### src/rtl/tmas_pkg.sv
// shared constants, types and control structs for the trimmed mean supply scaler
package tmas_pkg;

  localparam int WINDOW   = 6;
  localparam int TRIM_DIV = WINDOW - 2;
  localparam int CODE_W   = 10;
  localparam int MV_W     = 15;
  localparam int IDX_W    = $clog2(WINDOW);
  localparam int SUM_W    = CODE_W + $clog2(WINDOW);

  localparam logic [63:0] SCALE_NUM = 64'd1158300;
  localparam logic [63:0] SCALE_DEN = 64'd52173;
  localparam int          MV_SHIFT  = 27;
  localparam int          MUL_W     = 32;
  localparam logic [63:0] SCALE_MUL_FULL =
    ((64'd1 << MV_SHIFT) * SCALE_NUM + SCALE_DEN - 64'd1) / SCALE_DEN;
  localparam logic [MUL_W-1:0] SCALE_MUL = SCALE_MUL_FULL[MUL_W-1:0];
  localparam int          PROD_W    = CODE_W + MUL_W;

  localparam logic OP_SAMPLE  = 1'b0;
  localparam logic OP_PROCESS = 1'b1;

  typedef enum logic [2:0] {
    ST_IDLE,
    ST_WALK,
    ST_TRIM,
    ST_MUL,
    ST_LOAD
  } state_t;

  typedef struct packed {
    logic             store;
    logic             walk;
    logic             walk_first;
    logic             trim;
    logic             mul;
    logic [IDX_W-1:0] wr_idx;
    logic [IDX_W-1:0] rd_idx;
  } lane_ctl_t;

endpackage

### src/rtl/trimmed_mean_adc_scaler.sv
// top level: control sequencer, three channel lanes and result register
// sample transaction: multiply and load steps, result valid after load, next accept once idle
// process transaction: same result and accept rules; the walk steps
// read the six ring entries, one per cycle in all three lanes at once,
// then trim, multiply, load
// one transaction in flight; a held result stalls the load step until taken
// reset clears the rings, write slot, seen flag and result valid
module trimmed_mean_adc_scaler (
  input  logic                        clk,
  input  logic                        rst_n,
  input  logic                        in_valid,
  output logic                        in_ready,
  input  logic                        in_opcode,
  input  logic [tmas_pkg::CODE_W-1:0] in_raw_motor_supply,
  input  logic [tmas_pkg::CODE_W-1:0] in_raw_valve_supply,
  input  logic [tmas_pkg::CODE_W-1:0] in_raw_ignition,
  output logic                        out_valid,
  input  logic                        out_ready,
  output logic [tmas_pkg::MV_W-1:0]   out_motor_supply_mv,
  output logic [tmas_pkg::MV_W-1:0]   out_valve_supply_mv,
  output logic [tmas_pkg::MV_W-1:0]   out_ignition_line_mv,
  output logic                        out_is_average,
  output logic                        out_data_valid
);
  import tmas_pkg::*;

  state_t           state_r, state_nxt;
  logic [IDX_W-1:0] cnt_r, cnt_nxt;
  logic [IDX_W-1:0] slot_r, slot_nxt;
  logic             seen_r, seen_nxt;
  logic             op_r;
  logic             in_fire;
  logic             load;
  lane_ctl_t        ctl;

  logic [MV_W-1:0]  motor_mv, valve_mv, ign_mv;
  logic             out_valid_r, out_valid_nxt;
  logic [MV_W-1:0]  motor_mv_r, valve_mv_r, ign_mv_r;
  logic             is_avg_r, data_valid_r;

  assign in_fire = in_valid && in_ready;
  assign load    = (state_r == ST_LOAD) && (!out_valid_r || out_ready);

  always_comb begin
    state_nxt = state_r;
    unique case (state_r)
      ST_IDLE: begin
        if (in_fire) begin
          state_nxt = (in_opcode == OP_PROCESS) ? ST_WALK : ST_MUL;
        end
      end
      ST_WALK: begin
        if (cnt_r == IDX_W'(WINDOW - 1)) begin
          state_nxt = ST_TRIM;
        end
      end
      ST_TRIM: state_nxt = ST_MUL;
      ST_MUL:  state_nxt = ST_LOAD;
      ST_LOAD: begin
        if (load) begin
          state_nxt = ST_IDLE;
        end
      end
      default: state_nxt = ST_IDLE;
    endcase
  end

  always_comb begin
    in_ready       = (state_r == ST_IDLE);
    ctl.store      = in_fire && (in_opcode == OP_SAMPLE);
    ctl.walk       = (state_r == ST_WALK);
    ctl.walk_first = (cnt_r == '0);
    ctl.trim       = (state_r == ST_TRIM);
    ctl.mul        = (state_r == ST_MUL);
    ctl.wr_idx     = slot_r;
    ctl.rd_idx     = cnt_r;
  end

  always_comb begin
    cnt_nxt  = cnt_r;
    slot_nxt = slot_r;
    seen_nxt = seen_r;
    if (in_fire) begin
      cnt_nxt = '0;
    end else if (state_r == ST_WALK) begin
      cnt_nxt = cnt_r + 1'b1;
    end
    if (ctl.store) begin
      slot_nxt = (slot_r == IDX_W'(WINDOW - 1)) ? '0 : slot_r + 1'b1;
      seen_nxt = 1'b1;
    end
    out_valid_nxt = out_valid_r;
    if (load) begin
      out_valid_nxt = 1'b1;
    end else if (out_ready) begin
      out_valid_nxt = 1'b0;
    end
  end

  always_ff @(posedge clk) begin
    if (!rst_n) begin
      state_r     <= ST_IDLE;
      cnt_r       <= '0;
      slot_r      <= '0;
      seen_r      <= 1'b0;
      out_valid_r <= 1'b0;
    end else begin
      state_r     <= state_nxt;
      cnt_r       <= cnt_nxt;
      slot_r      <= slot_nxt;
      seen_r      <= seen_nxt;
      out_valid_r <= out_valid_nxt;
    end
  end

  always_ff @(posedge clk) begin
    if (in_fire) begin
      op_r <= in_opcode;
    end
    if (load) begin
      motor_mv_r   <= motor_mv;
      valve_mv_r   <= valve_mv;
      ign_mv_r     <= ign_mv;
      is_avg_r     <= op_r;
      data_valid_r <= seen_r;
    end
  end

  tmas_lane u_lane_motor (
    .clk   (clk),
    .rst_n (rst_n),
    .ctl   (ctl),
    .raw   (in_raw_motor_supply),
    .mv    (motor_mv)
  );

  tmas_lane u_lane_valve (
    .clk   (clk),
    .rst_n (rst_n),
    .ctl   (ctl),
    .raw   (in_raw_valve_supply),
    .mv    (valve_mv)
  );

  tmas_lane u_lane_ign (
    .clk   (clk),
    .rst_n (rst_n),
    .ctl   (ctl),
    .raw   (in_raw_ignition),
    .mv    (ign_mv)
  );

  assign out_valid            = out_valid_r;
  assign out_motor_supply_mv  = motor_mv_r;
  assign out_valve_supply_mv  = valve_mv_r;
  assign out_ignition_line_mv = ign_mv_r;
  assign out_is_average       = is_avg_r;
  assign out_data_valid       = data_valid_r;

endmodule

### src/rtl/tmas_lane.sv
// one channel lane: sample ring, min/max/sum walk, trim and millivolt scaling
module tmas_lane (
  input  logic                     clk,
  input  logic                     rst_n,
  input  tmas_pkg::lane_ctl_t      ctl,
  input  logic [tmas_pkg::CODE_W-1:0] raw,
  output logic [tmas_pkg::MV_W-1:0]   mv
);
  import tmas_pkg::*;

  logic [CODE_W-1:0] ring_r [WINDOW];
  logic [SUM_W-1:0]  sum_r;
  logic [CODE_W-1:0] min_r;
  logic [CODE_W-1:0] max_r;
  logic [CODE_W-1:0] operand_r;
  logic [PROD_W-1:0] prod_r;
  logic [CODE_W-1:0] rd_val;
  logic [SUM_W-1:0]  trim_sum;

  assign rd_val   = ring_r[ctl.rd_idx];
  assign trim_sum = sum_r - SUM_W'(min_r) - SUM_W'(max_r);

  always_ff @(posedge clk) begin
    if (!rst_n) begin
      for (int i = 0; i < WINDOW; i++) begin
        ring_r[i] <= '0;
      end
    end else if (ctl.store) begin
      ring_r[ctl.wr_idx] <= raw;
    end
  end

  always_ff @(posedge clk) begin
    if (ctl.walk) begin
      if (ctl.walk_first) begin
        sum_r <= SUM_W'(rd_val);
        min_r <= rd_val;
        max_r <= rd_val;
      end else begin
        sum_r <= sum_r + SUM_W'(rd_val);
        if (rd_val < min_r) begin
          min_r <= rd_val;
        end
        if (rd_val > max_r) begin
          max_r <= rd_val;
        end
      end
    end
    if (ctl.store) begin
      operand_r <= raw;
    end else if (ctl.trim) begin
      operand_r <= CODE_W'(trim_sum / TRIM_DIV);
    end
    if (ctl.mul) begin
      prod_r <= PROD_W'(operand_r) * PROD_W'(SCALE_MUL);
    end
  end

  assign mv = prod_r[MV_SHIFT +: MV_W];

endmodule

### config.mk
export PLATFORM = sky130hd
export DESIGN_NAME = trimmed_mean_adc_scaler
export DESIGN_NICKNAME = d
export VERILOG_FILES = /design/src/rtl/tmas_pkg.sv /design/src/rtl/trimmed_mean_adc_scaler.sv /design/src/rtl/tmas_lane.sv
export SDC_FILE = /design/constraint.sdc
export NUM_CORES = 1
export LEC_CHECK = 0
export BUFFER_PORTS_ARGS = -buffer_cell sky130_fd_sc_hd__buf_4
export CAP_MARGIN = 0
export CORE_AREA = 2 2 344 346
export CTS_BUF_LIST = sky130_fd_sc_hd__clkbuf_16
export DETAILED_ROUTE_END_ITERATION = 10
export DIE_AREA = 0 0 346 348
export REMOVE_ABC_BUFFERS = 1
export SLEW_MARGIN = 20
export SYNTH_ARGS = -nofsm -noshare
export SYNTH_HDL_FRONTEND = slang
export SYNTH_SLANG_ARGS = --single-unit
export TNS_END_PERCENT = 50
### constraint.sdc
create_clock -name clk -period 11.8 [get_ports clk]
set_input_delay 1.77 -clock clk [delete_from_list [all_inputs] [get_ports clk]]
set_output_delay 1.77 -clock clk [all_outputs]
set_load 0.02 [all_outputs]
==> impl_metrics.yaml <==
final_layout:
  layout-drive-gt1-share_pct: 10.29
  nFillCells: 11660
  syn2layout_area_growth_pct: 12.23
  final_cell_mix: "inv_1, edfxtp_1, ha_1, fa_1, nor2_1"
  multi_input_area_um2: 18480
  layout_commonest_cell: "inv_1"
  fin_nets: 3769
  seq_area_um2: 14070
die:
  die_area_um2: 120400
  core_um2: 117000
  die_x_um: 346
  rows: 126
  start_util_pct: 29.77
  fp.dieH_um: 348
  pin_count: 84
sta:
  fin_skew_ns: 0.02450
  fin_tns_setup_ns: 0
  fin_crit_ns: 6.355
  finalHoldViolCount: 0
  post-route-period-util_pct: 53.86
  max_slew.worst_pin.slew_ns: 1.044
  clock.fmax_mhz: 157.4
  rsz0062_at_grt: "no"
  relSlewSlack_pct: 29.46
  finalMaxSlewViolations: 0
  setup_violations: 0
logic_synthesis:
  yosysSeqAreaShare_pct: 40.38
  synthAdderAreaFrac_pct: 31.81
  synth_edf_count: 459
  synth-main-ff-cell: "edfxtp_1"
  syn_area_um2: 34830
  synth_cells: 2911
  synthSimpleGateAreaFrac_pct: 6.937
  postSynthAreaPerCell_um2: 11.96
  synthDominantCellAreaShare_pct: 39.57
  synth_xor_area_share_pct: 2.188
  synth_top_family_by_area: "adder cells"
  yosysTopAreaCell: "edfxtp_1"
  synth_compound_area_share_pct: 7.041
  yosys-top-cells-area: "edfxtp_1, fa_1, ha_1"
  synth_cell_type_count: 66
  synthArstFlopShare_pct: 0
  synth_warnings: 0
  ys_ff_latch: 473
  synthMuxAreaShare_pct: 4.936
detailed_routing:
  postRouteAntennaNets: 0
  drtIter0Drc: 1253
  wl_per_cell_um: 17.21
  drt_pre_antenna_iters: 5
  via_per_inst: 4.604
  drc: 0
  routed_wl_mm: 79.18
  via_count: 21180
critical_path:
  cpPeakStageDelay_ns: 0.92
  cp-end-kind: "flip-flop"
  critPathSlowestCell: "o41ai_1"
  worstPathArrival_ns: 6.73
  crit_path_max_fanout: 7
  required_ns: 12.17
  start_kind: "flip-flop"
  cp_cell_sequence: "fa_1, inv_1, fa_1, inv_1, fa_1, fa_1, inv_1, fa_1, inv_1, ha_1, a211oi_1, o21ai_0, o2111ai_1, a21oi_1, o41ai_1, o21ai_0, a21oi_1, xnor2_1"
  cpMostUsedCell: "fa_1"
  crit_type: "flip-flop to flip-flop"
global_route:
  grt_max_degree: 62
  grt_pass1_vias: 22400
  grt.overflow.total: 0
  grt_pass1_wl_mm: 125.5
  track_usage_pct: 13.23
  antenna_found_initial: 5
cts:
  clk-insertion-delay-late_ns: 0.62
  clock-sinks: 473
  ctsRootBufferMaster: "clkbuf_16"
  cts_tree: "built"
  cts_buffer_depth: 3
  cts-htree-levels: 2
  cts_setup_buffers: 0
  cts_made_buffers: 51
  postCtsHoldBufs: 0
  post_cts_resized: 0
  path_clk_slew_ns: 0.07
place:
  dpl.hpwl_mm: 59.25
  gp_congestion: 0.9029
  port_buffers: 83
run_status:
  status: "completed"
flow_run:
  cap_violations: 0
hold_path:
  worst_hold_path_type: "flip-flop to flip-flop"
==> routing by layer <==
metal  track usage [%]  share of wire (%)
met3             2.046                4.4
met1             17.50                 45
met5                 0              0.051
met2             22.61                 49
met4             3.378                2.2
==> metrics by stage <==
stage | worst slack [ns] | hold WS, ns | cells | utilization (%) | cell area, um2
CTS | 5.457 | 0.4155 | 4597 | 33.41 | 39080
global placement | 5.499 | 0.4012 | 4505 | 32.01 | 37440
floorplan | 4.394 | 0.4003 | 2857 | - | 34620
detailed placement | 5.484 | 0.4045 | 4505 | 32.01 | 37440
finish | 5.445 | 0.4097 | 4601 | 33.42 | 39090
global route | 4.924 | 0.4212 | 4599 | 33.41 | 39080
==> synth_stat cells (all sizes together), types with 3 or more instances <==
| cell | number |
|---|---|
| nand3 | 27 |
| nor3 | 30 |
| or2 | 6 |
| mux4 | 60 |
| a21boi | 12 |
| o21ai | 93 |
| ha | 423 |
| o211ai | 5 |
| nor4b | 4 |
| o22ai | 3 |
| a211o | 3 |
| nor2b | 28 |
| and2 | 10 |
| xnor2 | 49 |
| nand2 | 133 |
| o41ai | 3 |
| a31oi | 8 |
| buf | 9 |
| clkbuf | 45 |
| fa | 289 |
| dfxtp | 14 |
| a31o | 5 |
| inv | 567 |
| nand4 | 22 |
| xor2 | 38 |
| o21a | 13 |
| and4 | 3 |
| edfxtp | 459 |
| mux2 | 30 |
| a211oi | 17 |
| and3 | 9 |
| mux2i | 3 |
| or3 | 5 |
| nor2 | 233 |
| a21oi | 123 |
| nand2b | 14 |
| a21o | 58 |
| nor4 | 4 |
| o21bai | 10 |
| o31ai | 20 |
==> critical path, delay by kind of cell (launching register included) <==
family                     cells  cell delay, ns
adders and majority gates      6            2.98
AOI/OAI and AO/OA              7            2.28
DFF                            1            0.55
buffers and inverters          4            0.24
xor gates and xnor gates       1            0.08
==> sequential cells by signal (all words and copies together), names as in the netlist, 12 cells and up, named ones only <==
| name | flops |
|---|---|
| u_lane_ign.ring_r | 80 |
| u_lane_motor.ring_r | 80 |
| u_lane_valve.ring_r | 80 |
| out_ignition_line_mv | 15 |
| out_motor_supply_mv | 15 |
| out_valve_supply_mv | 15 |
| u_lane_ign.prod_r | 15 |
| u_lane_motor.prod_r | 15 |
| u_lane_valve.prod_r | 15 |
| u_lane_ign.sum_r | 12 |
| u_lane_motor.sum_r | 12 |
| u_lane_valve.sum_r | 12 |
==> layout make-up <==
type	instances	area share [%]
multi-input cells	1817	47.28
flip-flops and latches	473	35.99
inverters	567	5.445
well taps	1536	4.917
clock buffers	51	3.265
repair buffers	112	2.151
clock inverters	41	0.9187
diodes	4	0.02561
==> cells by family after synthesis <==
family,Yosys count
xor gates and xnor gates,87
adders and majority gates,712
buffers and inverters,621
AOI/OAI and AO/OA,388
muxes,93
and+or+nand+nor,537
DFF,473
==> path summary, 6_finish.rpt <==
kind | startpoint | end | slack [ns] | cells past startpoint
worst max-delay path | u_lane_ign.operand_r[1]$_DFFE_PP_ | u_lane_ign.prod_r[40]$_DFFE_PP_ | 5.45 | 18
worst min-delay path | u_lane_ign.prod_r[31]$_DFFE_PP_ | out_ignition_line_mv[4]$_DFFE_PP_ | 0.41 | 0
worst max register to register | u_lane_ign.operand_r[1]$_DFFE_PP_ | u_lane_ign.prod_r[40]$_DFFE_PP_ | 5.45 | 18
worst min register to register | u_lane_ign.prod_r[31]$_DFFE_PP_ | out_ignition_line_mv[4]$_DFFE_PP_ | 0.41 | 0
Power is left out: the tool's default activity adds up to more than one toggle a clock period on the data nets, which glitch-free logic cannot reach.
